<file path="src/hdl/lnsm_pkg.sv">
package lnsm_pkg;

    localparam int DIM_W  = 13;
    localparam int PIX_W  = 12;
    localparam int BPP_W  = 3;
    localparam int OFS_W  = 26;
    localparam int PROD_W = 2 * DIM_W;

    localparam int MAX_DIMENSION_DEF = 4096;

    localparam int IN_TDATA_W  = 2 * PIX_W;
    localparam int OUT_TDATA_W = 80;
    localparam int OUT_TUSER_W = 2;

    localparam int CFG_IDX_W = 3;
    localparam logic [CFG_IDX_W-1:0] REG_SRC_W = 3'd0;
    localparam logic [CFG_IDX_W-1:0] REG_SRC_H = 3'd1;
    localparam logic [CFG_IDX_W-1:0] REG_TGT_W = 3'd2;
    localparam logic [CFG_IDX_W-1:0] REG_TGT_H = 3'd3;
    localparam logic [CFG_IDX_W-1:0] REG_BPP   = 3'd4;

    localparam logic [BPP_W-1:0] BPP_RGB  = 3'd3;
    localparam logic [BPP_W-1:0] BPP_RGBA = 3'd4;

    // drawn rectangle, valid while the solver is done
    typedef struct packed {
        logic             err;
        logic [DIM_W-1:0] dw;
        logic [DIM_W-1:0] dh;
        logic [DIM_W-1:0] x0;
        logic [DIM_W-1:0] y0;
    } geom_t;

    typedef struct packed {
        logic [DIM_W-1:0] rem;
        logic             qbit;
    } div_step_t;

    // one restoring division step; rem < dvs keeps the new rem in DIM_W bits
    function automatic div_step_t div_step(input logic [DIM_W-1:0] rem,
                                           input logic             din,
                                           input logic [DIM_W-1:0] dvs);
        logic [DIM_W:0] t;
        logic [DIM_W:0] diff;
        div_step_t      r;
        t    = {rem, din};
        diff = t - {1'b0, dvs};
        if (t >= {1'b0, dvs})
        begin
            r.rem  = diff[DIM_W-1:0];
            r.qbit = 1'b1;
        end
        else
        begin
            r.rem  = t[DIM_W-1:0];
            r.qbit = 1'b0;
        end
        return r;
    endfunction

endpackage

</file>
<file path="src/hdl/lnsm_geom.sv">
module lnsm_geom #(
    parameter int MAX_DIMENSION = lnsm_pkg::MAX_DIMENSION_DEF
) (
    input  logic                         clk,
    input  logic                         rst_n,
    input  logic                         restart,
    input  logic [lnsm_pkg::DIM_W-1:0]   sw,
    input  logic [lnsm_pkg::DIM_W-1:0]   sh,
    input  logic [lnsm_pkg::DIM_W-1:0]   tw,
    input  logic [lnsm_pkg::DIM_W-1:0]   th,
    input  logic [lnsm_pkg::BPP_W-1:0]   bpp,
    output lnsm_pkg::geom_t              geom,
    output logic                         rdy
);
    import lnsm_pkg::*;

    localparam int CNT_W = $clog2(PROD_W);

    typedef enum logic [4:0] {
        G_START  = 5'b00001,
        G_DIVH   = 5'b00010,
        G_DIVW   = 5'b00100,
        G_FINISH = 5'b01000,
        G_DONE   = 5'b10000
    } gstate_t;

    gstate_t            state_reg, state_next;
    logic [CNT_W-1:0]   cnt_reg, cnt_next;
    logic [PROD_W-1:0]  dvd_reg, dvd_next;
    logic [PROD_W-1:0]  quo_reg, quo_next;
    logic [DIM_W-1:0]   rem_reg, rem_next;
    logic [DIM_W-1:0]   dvs_reg, dvs_next;
    logic [DIM_W-1:0]   dw_reg, dw_next;
    logic [DIM_W-1:0]   dh_reg, dh_next;
    geom_t              geom_reg, geom_next;

    div_step_t          st;
    logic [PROD_W-1:0]  q_fin;
    logic               last;
    logic [DIM_W-1:0]   x_slack;
    logic [DIM_W-1:0]   y_slack;

    function automatic logic dim_ok(input logic [DIM_W-1:0] d);
        return (d != '0) && (32'(d) <= MAX_DIMENSION);
    endfunction

    assign st      = div_step(rem_reg, dvd_reg[PROD_W-1], dvs_reg);
    assign q_fin   = {quo_reg[PROD_W-2:0], st.qbit};
    assign last    = (cnt_reg == CNT_W'(PROD_W - 1));
    assign x_slack = tw - dw_reg;
    assign y_slack = th - dh_reg;

    always_comb
    begin
        state_next = state_reg;
        cnt_next   = cnt_reg;
        dvd_next   = dvd_reg;
        quo_next   = quo_reg;
        rem_next   = rem_reg;
        dvs_next   = dvs_reg;
        dw_next    = dw_reg;
        dh_next    = dh_reg;
        geom_next  = geom_reg;
        unique case (state_reg)
            G_START:
            begin
                dvd_next   = {{DIM_W{1'b0}}, tw} * {{DIM_W{1'b0}}, sh};
                dvs_next   = sw;
                rem_next   = '0;
                quo_next   = '0;
                cnt_next   = '0;
                state_next = G_DIVH;
            end
            G_DIVH, G_DIVW:
            begin
                rem_next = st.rem;
                quo_next = q_fin;
                dvd_next = dvd_reg << 1;
                cnt_next = cnt_reg + 1'b1;
                if (last)
                begin
                    if (state_reg == G_DIVW)
                    begin
                        dw_next    = q_fin[DIM_W-1:0];
                        state_next = G_FINISH;
                    end
                    else if (q_fin > {{DIM_W{1'b0}}, th})
                    begin
                        // too tall at full width: fit the height instead
                        dh_next    = th;
                        dvd_next   = {{DIM_W{1'b0}}, th} * {{DIM_W{1'b0}}, sw};
                        dvs_next   = sh;
                        rem_next   = '0;
                        quo_next   = '0;
                        cnt_next   = '0;
                        state_next = G_DIVW;
                    end
                    else
                    begin
                        dw_next    = tw;
                        dh_next    = q_fin[DIM_W-1:0];
                        state_next = G_FINISH;
                    end
                end
            end
            G_FINISH:
            begin
                geom_next.err = !dim_ok(tw) || !dim_ok(th) || !dim_ok(sw) || !dim_ok(sh)
                                || (bpp != BPP_RGB && bpp != BPP_RGBA)
                                || (dw_reg == '0) || (dh_reg == '0);
                geom_next.dw  = dw_reg;
                geom_next.dh  = dh_reg;
                geom_next.x0  = x_slack >> 1;
                geom_next.y0  = y_slack >> 1;
                state_next    = G_DONE;
            end
            G_DONE:
            begin
                state_next = G_DONE;
            end
            default:
            begin
                state_next = G_START;
            end
        endcase
        if (restart)
        begin
            state_next = G_START;
        end
    end

    always_ff @(posedge clk or negedge rst_n)
    begin
        if (!rst_n)
        begin
            state_reg <= G_START;
            cnt_reg   <= '0;
        end
        else
        begin
            state_reg <= state_next;
            cnt_reg   <= cnt_next;
        end
    end

    always_ff @(posedge clk)
    begin
        dvd_reg  <= dvd_next;
        quo_reg  <= quo_next;
        rem_reg  <= rem_next;
        dvs_reg  <= dvs_next;
        dw_reg   <= dw_next;
        dh_reg   <= dh_next;
        geom_reg <= geom_next;
    end

    assign geom = geom_reg;
    assign rdy  = (state_reg == G_DONE) && !restart;

endmodule

</file>
<file path="src/hdl/letterbox_nearest_scaler_map.sv">
// Letterbox nearest-neighbor scaler map.
//
// Configure source/target sizes and bytes per pixel over the cfg_* write
// port, then stream target pixel coordinates in on s_* and take one result
// per coordinate on m_*. Each result says whether the pixel lies in the
// centered, aspect-kept picture and gives the nearest source column/row plus
// source and target byte offsets; outside the picture the pixel is background.
//
// After reset and after every config write, a serial solver works out the
// drawn rectangle (one or two 26-step divisions); s_tready stays low meanwhile.
// Afterwards one transaction per cycle is accepted unless a low m_tready
// has filled every stage. Items pass P1, P2, the divider seed stage, the two
// 13-stage per-pixel dividers (x and y) and the multiply stages around them.
// When m_tready is low the result holds and the pipeline keeps filling its
// empty stages; s_tready then drops only once every stage holds an item.
// Reset empties the pipeline and restores the register defaults.
module letterbox_nearest_scaler_map #(
    parameter int MAX_DIMENSION = lnsm_pkg::MAX_DIMENSION_DEF
) (
    input  logic                               clk,
    input  logic                               rst_n,
    input  logic                               cfg_wr_en,
    input  logic [lnsm_pkg::CFG_IDX_W-1:0]     cfg_index,
    input  logic [lnsm_pkg::DIM_W-1:0]         cfg_data,
    input  logic                               s_tvalid,
    output logic                               s_tready,
    input  logic [lnsm_pkg::IN_TDATA_W-1:0]    s_tdata,   // pixel_x, pixel_y
    output logic                               m_tvalid,
    input  logic                               m_tready,
    // src_col, src_row, src_byte_offset, dst_byte_offset, 4 zero bits
    output logic [lnsm_pkg::OUT_TDATA_W-1:0]   m_tdata,
    output logic [lnsm_pkg::OUT_TUSER_W-1:0]   m_tuser    // setup_error, inside_picture
);
    import lnsm_pkg::*;

    localparam int DIV_STEPS = DIM_W;
    localparam int ST_DIV0   = 2;
    localparam int ST_PA     = ST_DIV0 + DIV_STEPS + 1;
    localparam int ST_OUT    = ST_PA + 1;
    localparam int N_ST      = ST_OUT + 1;
    localparam int PAD_W     = OUT_TDATA_W - 2 * PIX_W - 2 * OFS_W;

    typedef struct packed {
        logic             surf;
        logic             rect;
        logic [OFS_W-1:0] dpix;
        logic [DIM_W-1:0] rx;
        logic [DIM_W-1:0] nx;
        logic [DIM_W-1:0] qx;
        logic [DIM_W-1:0] ry;
        logic [DIM_W-1:0] ny;
        logic [DIM_W-1:0] qy;
    } div_t;

    // configuration registers
    logic [DIM_W-1:0] sw_reg, sh_reg, tw_reg, th_reg;
    logic [BPP_W-1:0] bpp_reg;

    geom_t            geom;
    logic             geom_rdy;

    logic [N_ST-1:0]  vld_reg;
    logic [N_ST-1:0]  adv;

    // stage P1
    logic [PIX_W-1:0] px1_reg, py1_reg;
    // stage P2
    logic             surf2_reg, rect2_reg;
    logic [DIM_W-1:0] dx2_reg, dy2_reg;
    logic [PIX_W-1:0] px2_reg, py2_reg;
    // divider stages
    div_t             div_reg [DIV_STEPS+1];
    // stage PA
    logic             surf_a_reg, rect_a_reg;
    logic [DIM_W-1:0] sx_a_reg, sy_a_reg;
    logic [OFS_W-1:0] sprod_a_reg, dpix_a_reg;
    // output stage
    logic             err_o_reg, in_o_reg;
    logic [PIX_W-1:0] col_o_reg, row_o_reg;
    logic [OFS_W-1:0] soff_o_reg, doff_o_reg;

    logic [DIM_W-1:0]   px_e, py_e;
    logic [DIM_W:0]     x_end, y_end;
    logic               surf_c, rect_c;
    logic [PROD_W-1:0]  nx_full, ny_full;
    logic [OFS_W-1:0]   dpix_c;
    logic [OFS_W-1:0]   spix_c;
    logic [OFS_W+BPP_W-1:0] soff_w, doff_w;
    logic               inside_c, surf_ok_c;

    always_ff @(posedge clk or negedge rst_n)
    begin
        if (!rst_n)
        begin
            sw_reg  <= DIM_W'(1);
            sh_reg  <= DIM_W'(1);
            tw_reg  <= '0;
            th_reg  <= '0;
            bpp_reg <= BPP_RGB;
        end
        else if (cfg_wr_en)
        begin
            unique case (cfg_index)
                REG_SRC_W: sw_reg  <= cfg_data;
                REG_SRC_H: sh_reg  <= cfg_data;
                REG_TGT_W: tw_reg  <= cfg_data;
                REG_TGT_H: th_reg  <= cfg_data;
                REG_BPP:   bpp_reg <= cfg_data[BPP_W-1:0];
                default:   ;
            endcase
        end
    end

    lnsm_geom #(
        .MAX_DIMENSION(MAX_DIMENSION)
    ) u_geom (
        .clk     (clk),
        .rst_n   (rst_n),
        .restart (cfg_wr_en),
        .sw      (sw_reg),
        .sh      (sh_reg),
        .tw      (tw_reg),
        .th      (th_reg),
        .bpp     (bpp_reg),
        .geom    (geom),
        .rdy     (geom_rdy)
    );

    // a stage moves when it is empty or the next one moves
    assign adv[N_ST-1] = !vld_reg[N_ST-1] || m_tready;
    for (genvar i = 0; i < N_ST - 1; i++)
    begin : g_adv
        assign adv[i] = !vld_reg[i] || adv[i+1];
    end

    assign s_tready = adv[0] && geom_rdy;

    always_ff @(posedge clk or negedge rst_n)
    begin
        if (!rst_n)
        begin
            vld_reg <= '0;
        end
        else
        begin
            if (adv[0])
            begin
                vld_reg[0] <= s_tvalid && s_tready;
            end
            for (int i = 1; i < N_ST; i++)
            begin
                if (adv[i])
                begin
                    vld_reg[i] <= vld_reg[i-1];
                end
            end
        end
    end

    // P1: capture coordinates
    always_ff @(posedge clk)
    begin
        if (adv[0])
        begin
            px1_reg <= s_tdata[PIX_W-1:0];
            py1_reg <= s_tdata[2*PIX_W-1:PIX_W];
        end
    end

    // P2: surface and rectangle tests, offsets into the rectangle
    assign px_e   = {1'b0, px1_reg};
    assign py_e   = {1'b0, py1_reg};
    assign x_end  = {1'b0, geom.x0} + {1'b0, geom.dw};
    assign y_end  = {1'b0, geom.y0} + {1'b0, geom.dh};
    assign surf_c = (px_e < tw_reg) && (py_e < th_reg);
    assign rect_c = (px_e >= geom.x0) && ({1'b0, px_e} < x_end)
                    && (py_e >= geom.y0) && ({1'b0, py_e} < y_end);

    always_ff @(posedge clk)
    begin
        if (adv[1])
        begin
            surf2_reg <= surf_c;
            rect2_reg <= rect_c;
            dx2_reg   <= px_e - geom.x0;
            dy2_reg   <= py_e - geom.y0;
            px2_reg   <= px1_reg;
            py2_reg   <= py1_reg;
        end
    end

    // dividend products; the upper half seeds the remainder
    assign nx_full = {{DIM_W{1'b0}}, dx2_reg} * {{DIM_W{1'b0}}, sw_reg};
    assign ny_full = {{DIM_W{1'b0}}, dy2_reg} * {{DIM_W{1'b0}}, sh_reg};
    assign dpix_c  = {{(OFS_W-PIX_W){1'b0}}, py2_reg} * {{(OFS_W-DIM_W){1'b0}}, tw_reg}
                     + {{(OFS_W-PIX_W){1'b0}}, px2_reg};

    always_ff @(posedge clk)
    begin
        if (adv[ST_DIV0])
        begin
            div_reg[0].surf <= surf2_reg;
            div_reg[0].rect <= rect2_reg;
            div_reg[0].dpix <= dpix_c;
            div_reg[0].rx   <= nx_full[PROD_W-1:DIM_W];
            div_reg[0].nx   <= nx_full[DIM_W-1:0];
            div_reg[0].qx   <= '0;
            div_reg[0].ry   <= ny_full[PROD_W-1:DIM_W];
            div_reg[0].ny   <= ny_full[DIM_W-1:0];
            div_reg[0].qy   <= '0;
        end
    end

    for (genvar k = 0; k < DIV_STEPS; k++)
    begin : g_div
        div_step_t stx, sty;
        div_t      div_next;

        assign stx = div_step(div_reg[k].rx, div_reg[k].nx[DIM_W-1], geom.dw);
        assign sty = div_step(div_reg[k].ry, div_reg[k].ny[DIM_W-1], geom.dh);

        always_comb
        begin
            div_next    = div_reg[k];
            div_next.rx = stx.rem;
            div_next.nx = div_reg[k].nx << 1;
            div_next.qx = {div_reg[k].qx[DIM_W-2:0], stx.qbit};
            div_next.ry = sty.rem;
            div_next.ny = div_reg[k].ny << 1;
            div_next.qy = {div_reg[k].qy[DIM_W-2:0], sty.qbit};
        end

        always_ff @(posedge clk)
        begin
            if (adv[ST_DIV0+k+1])
            begin
                div_reg[k+1] <= div_next;
            end
        end
    end

    // PA: source row product
    always_ff @(posedge clk)
    begin
        if (adv[ST_PA])
        begin
            surf_a_reg  <= div_reg[DIV_STEPS].surf;
            rect_a_reg  <= div_reg[DIV_STEPS].rect;
            sx_a_reg    <= div_reg[DIV_STEPS].qx;
            sy_a_reg    <= div_reg[DIV_STEPS].qy;
            sprod_a_reg <= {{DIM_W{1'b0}}, div_reg[DIV_STEPS].qy}
                           * {{DIM_W{1'b0}}, sw_reg};
            dpix_a_reg  <= div_reg[DIV_STEPS].dpix;
        end
    end

    // output stage: scale by channel count, mask per case
    assign spix_c    = sprod_a_reg + {{(OFS_W-DIM_W){1'b0}}, sx_a_reg};
    assign soff_w    = {{BPP_W{1'b0}}, spix_c} * {{OFS_W{1'b0}}, bpp_reg};
    assign doff_w    = {{BPP_W{1'b0}}, dpix_a_reg} * {{OFS_W{1'b0}}, bpp_reg};
    assign surf_ok_c = !geom.err && surf_a_reg;
    assign inside_c  = surf_ok_c && rect_a_reg;

    always_ff @(posedge clk)
    begin
        if (adv[ST_OUT])
        begin
            err_o_reg  <= geom.err;
            in_o_reg   <= inside_c;
            col_o_reg  <= inside_c ? sx_a_reg[PIX_W-1:0] : '0;
            row_o_reg  <= inside_c ? sy_a_reg[PIX_W-1:0] : '0;
            soff_o_reg <= inside_c ? soff_w[OFS_W-1:0] : '0;
            doff_o_reg <= surf_ok_c ? doff_w[OFS_W-1:0] : '0;
        end
    end

    assign m_tvalid = vld_reg[ST_OUT];
    assign m_tdata  = {{PAD_W{1'b0}}, doff_o_reg, soff_o_reg, row_o_reg, col_o_reg};
    assign m_tuser  = {in_o_reg, err_o_reg};

`ifndef SYNTHESIS
    a_err_zero: assert property (@(posedge clk) disable iff (!rst_n)
        m_tvalid && m_tuser[0] |-> (m_tdata == '0) && !m_tuser[1])
        else $error("setup error result carries nonzero fields");

    a_bg_zero: assert property (@(posedge clk) disable iff (!rst_n)
        m_tvalid && !m_tuser[1] |-> (m_tdata[2*PIX_W+OFS_W-1:0] == '0))
        else $error("background result carries source fields");

    a_col_range: assert property (@(posedge clk) disable iff (!rst_n)
        m_tvalid && m_tuser[1] |-> ({1'b0, col_o_reg} < sw_reg))
        else $error("source column beyond source width");

    a_setup_stall: assert property (@(posedge clk) disable iff (!rst_n)
        !geom_rdy |-> !s_tready)
        else $error("input accepted while geometry is being solved");

    a_cfg_restart: assert property (@(posedge clk) disable iff (!rst_n)
        cfg_wr_en |=> !geom_rdy)
        else $error("geometry not re-solved after a config write");
`endif

endmodule

</file>
<file path="config.mk">
export PLATFORM = sky130hd
export DESIGN_NAME = letterbox_nearest_scaler_map
export DESIGN_NICKNAME = d
export VERILOG_FILES = /design/src/hdl/lnsm_pkg.sv /design/src/hdl/lnsm_geom.sv /design/src/hdl/letterbox_nearest_scaler_map.sv
export SDC_FILE = /design/constraint.sdc
export NUM_CORES = 2
export LEC_CHECK = 0
export ABC_CLOCK_PERIOD_IN_PS = 13510
export BUFFER_PORTS_ARGS = -buffer_cell sky130_fd_sc_hd__buf_4
export CAP_MARGIN = 5
export CORE_MARGIN = 5
export CORE_UTILIZATION = 30
export CTS_BUF_LIST = sky130_fd_sc_hd__clkbuf_4
export DETAILED_ROUTE_END_ITERATION = 8
export PLACE_DENSITY_LB_ADDON = 0.3
export SYNTH_ARGS = -nofsm -noshare
export SYNTH_HDL_FRONTEND = slang
export SYNTH_SLANG_ARGS = --single-unit
export TNS_END_PERCENT = 1
</file>
<file path="constraint.sdc">
create_clock -name clk -period 13.51 [get_ports clk]
set_clock_uncertainty 0.1 [all_clocks]
set_input_delay 0.6755 -clock clk [delete_from_list [all_inputs] [get_ports clk]]
set_output_delay 0.6755 -clock clk [all_outputs]
set_load 0.005 [all_outputs]
</file>
==> impl_results.md <==
- Status: complete, no violations
- Die width: 615 um
- Worst hold slack: 159 ps
- Hold Crit Endpoint: th_reg[3]
- Fmax: 153 MHz
- Distinct cell type count after synthesis: 92
- Synth Area in Compound Gates: 7.43%
- Global-route wire length before repair: 437000 um
- Worst slew pin tran: 1290 ps
- 1st-iter DRT viols: 3911
- GR Util All Layers: 14.4%
- Area Overhead vs Synth: 11.4%
- Per-cell routed wire length: 18.2 um
- Number of global-route vias before repair: 76800
- Hold Startpoint: cfg_data[3]
- Pins over their slew limit: 0
- Worst min path class: in2reg
- CP max stage delay: 830 ps
- Pre-CTS setup slack: 6860 ps
- Asr flop ratio synth: 5.31%
- Cell count after synthesis: 9655
- Hold path depth: 3
- Post-Synth Simple-Gate Area: 11.8%
- RSZ-0062 raised after global routing: false
- Post-synth top flop: edfxtp_1
- Worst-path clk slew: 60 ps
- Number of H-tree levels: 5
- FF-to-FF setup slack: 6960 ps
- DRC Markers: 0
- Syn_area_per_cell: 11.4 um^2
- Core Util, Final: 33.5%
- Worst setup EP type: flip-flop
- Synth Area in XOR/XNOR: 3.43%
- Die area: 379000 um^2
- Cell mode on critical path: fa_1
- Final setup fails: 0
- Via count: 72100
- Nets: 11900
- Sequential area share after synthesis: 42.3%
- Setup bufs post-CTS: 0
- WP data required: 14370 ps
- Drt first pass iters: 6
- Die Ht: 615 um
- Worst Reg2Reg Path Length in Cells: 19
- Main combinational cell family by area after synthesis: adder cells
- Clock latency on the worst-skew pair: 1330 ps
- Final hold vios: 0
- Ratio of cells with drive above 1 in the final layout: 11.2%
- EDFF count, synth: 1481
- Root Buffer Master: clkbuf_4
- DRT antenna net count: 0
- Largest net degree at the start of global routing: 79
- Number of max-cap violations: 0
- Slew HR: 13.5%
- Crit path launch type: flip-flop
- Synthesized flop and latch total: 1564
- Reg-to-Reg Start: tw_reg[5]
- Initial Utilization: 30.1%
- Core Area: 366000 um^2
- Clock sink count: 1564
- Cell Area, Synth: 110000 um^2
- Crit path time final: 6550 ps
- CP Cell Sequence: buf_4, nand2_1, fa_1, inv_1, fa_1, fa_1, inv_1, fa_1, fa_1, inv_1, ha_1, inv_1, o21a_1, o31ai_1, o2111ai_1, a31oi_1, a21o_1, a21oi_1, xnor2_1
- Adder-cell share of the synthesized area: 25.7%
- Crit-path max FO: 20
- FF-to-FF End: div_reg[0][103]
- Largest delay share family, worst path: adder cells
- Worst-case clock buffer depth: 4
- Routed wire length: 276000 um
- Detailed placement HPWL: 205000 um
- Largest register FFs: 1094
- Rows: 222
- Clock tree from TritonCTS: yes
- Final TNS setup: 0 ps
- Critical path type: reg2reg
- Final GP Congestion: 0.870
- Vias per std cell: 4.75
- Port Buf Inserts: 124
- I/O pin count: 129
- CP Data Arrival Time: 7410 ps
- Synth Warn #: 0
- Final WS setup: 6960 ps
- Mux share of post-synthesis cell area: 3.72%
- CP max-delay cell: o31ai_1
- Bufs and invs on worst path: 5
- CTS buffer count: 417
- Fin crit share: 48.5%
- Initial antenna violation count: 3
- Grt ovf: 0
synth_stat cells, types with 60 or more instances:
library cell  count  area [um^2]
edfxtp_1       1481        44500
inv_1          1272         4770
nand2_1        1057         3970
ha_1            970        12100
fa_1            807        16200
and2_1          451         2820
nor2_1          444         1670
a21oi_1         342         1710
xnor2_1         319         2790
clkbuf_1        258          968
o21ai_0         233         1170
mux2_2          197         2220
nor2b_1         152          951
nor3_1          137          686
a21o_1          112          841
xor2_1          112          981
mux2_1          102         1150
nand4_1         101          632
nand3_1          98          490
dfrtp_1          78         1950
o21ai_1          75          375
mux2i_1          72          721
nand2b_1         60          375
final cells by class:
class	instances	area [um^2]
repair buffers	296	2470
diodes	7	17.5
clock buffers	597	4480
clock inverters	120	709
inverters	1272	4780
multi-input cells	6513	57500
fillers	36500	243000
well taps	4816	6030
flip-flops and latches	1564	46600
worst min-delay path, stage by stage:
cell           delay [ps]
dlygate4sd3_1         530
buf_4                 160
mux2_2                160
cells in the final DEF, fill, tap and decap left out, types with 22 or more instances in the layout:
| cell type | n |
|---|---|
| nand2_1 | 1050 |
| nand3_1 | 94 |
| buf_4 | 216 |
| dfrtp_1 | 77 |
| or3_1 | 38 |
| clkbuf_4 | 597 |
| clkinv_1 | 77 |
| mux2i_1 | 72 |
| o21bai_1 | 35 |
| and3_1 | 52 |
| a21o_1 | 112 |
| o211ai_1 | 22 |
| a211oi_1 | 42 |
| xnor2_1 | 319 |
| nor4_1 | 29 |
| a41o_1 | 22 |
| fa_1 | 807 |
| a21boi_0 | 41 |
| nand4_1 | 101 |
| dlygate4sd3_1 | 77 |
| o31ai_1 | 27 |
| o21ai_1 | 75 |
| nor3_1 | 135 |
| xor2_1 | 112 |
| o21ai_0 | 232 |
| nor2_1 | 444 |
| a21oi_1 | 342 |
| inv_1 | 1264 |
| mux2_1 | 102 |
| ha_1 | 970 |
| o21a_1 | 42 |
| nor2b_1 | 151 |
| edfxtp_1 | 1481 |
| nand2b_1 | 60 |
| or2_2 | 27 |
| and2_1 | 451 |
| a21boi_1 | 30 |
| a31oi_1 | 24 |
| mux2_2 | 197 |
kinds of logic after synthesis:
logic type | Yosys count
muxes | 371
xor gates and xnor gates | 431
buffers and inverters | 1581
AOI/OAI and AO/OA | 1225
adders and majority gates | 1777
and+or+nand+nor | 2705
other | 1
DFF | 1564
worst max-delay path by stage:
stage	from	to	slack [ps]	cells after the start
floorplan	m_tready	div_reg[0][100]	6050	6
global placement	sh_reg[2]	u_geom.dvd_reg[24]	6920	19
detailed placement	sh_reg[2]	div_reg[0][34]	6860	19
CTS	sh_reg[2]	div_reg[0][34]	6790	19
global route	tw_reg[5]	div_reg[0][103]	6740	19
finish	tw_reg[5]	div_reg[0][103]	6960	19
what timing repair did:
item,CTS,global route
hold buffers,78,0
setup endpoints to repair,0,0
gates resized for setup,0,0
endpoints found under the hold margin,185,0
metal layers:
metal	vias to the layer above	wire, um	track usage, %
li1	34000	-	-
met5	-	0	0
met3	526	12000	2.12
met1	35800	117000	17.8
met4	0	12900	6.38
met2	1761	134000	25.0
metrics by stage:
step,area (um^2),instances
after global routing,122000,15200
after floorplan,110000,9658
after global placement,116000,14400
after detailed placement,116000,14400
after CTS,122000,15200
final,123000,15200
Power is not shown: default switching activity piles up to over one toggle a cycle in this logic, so the estimate is an artifact.
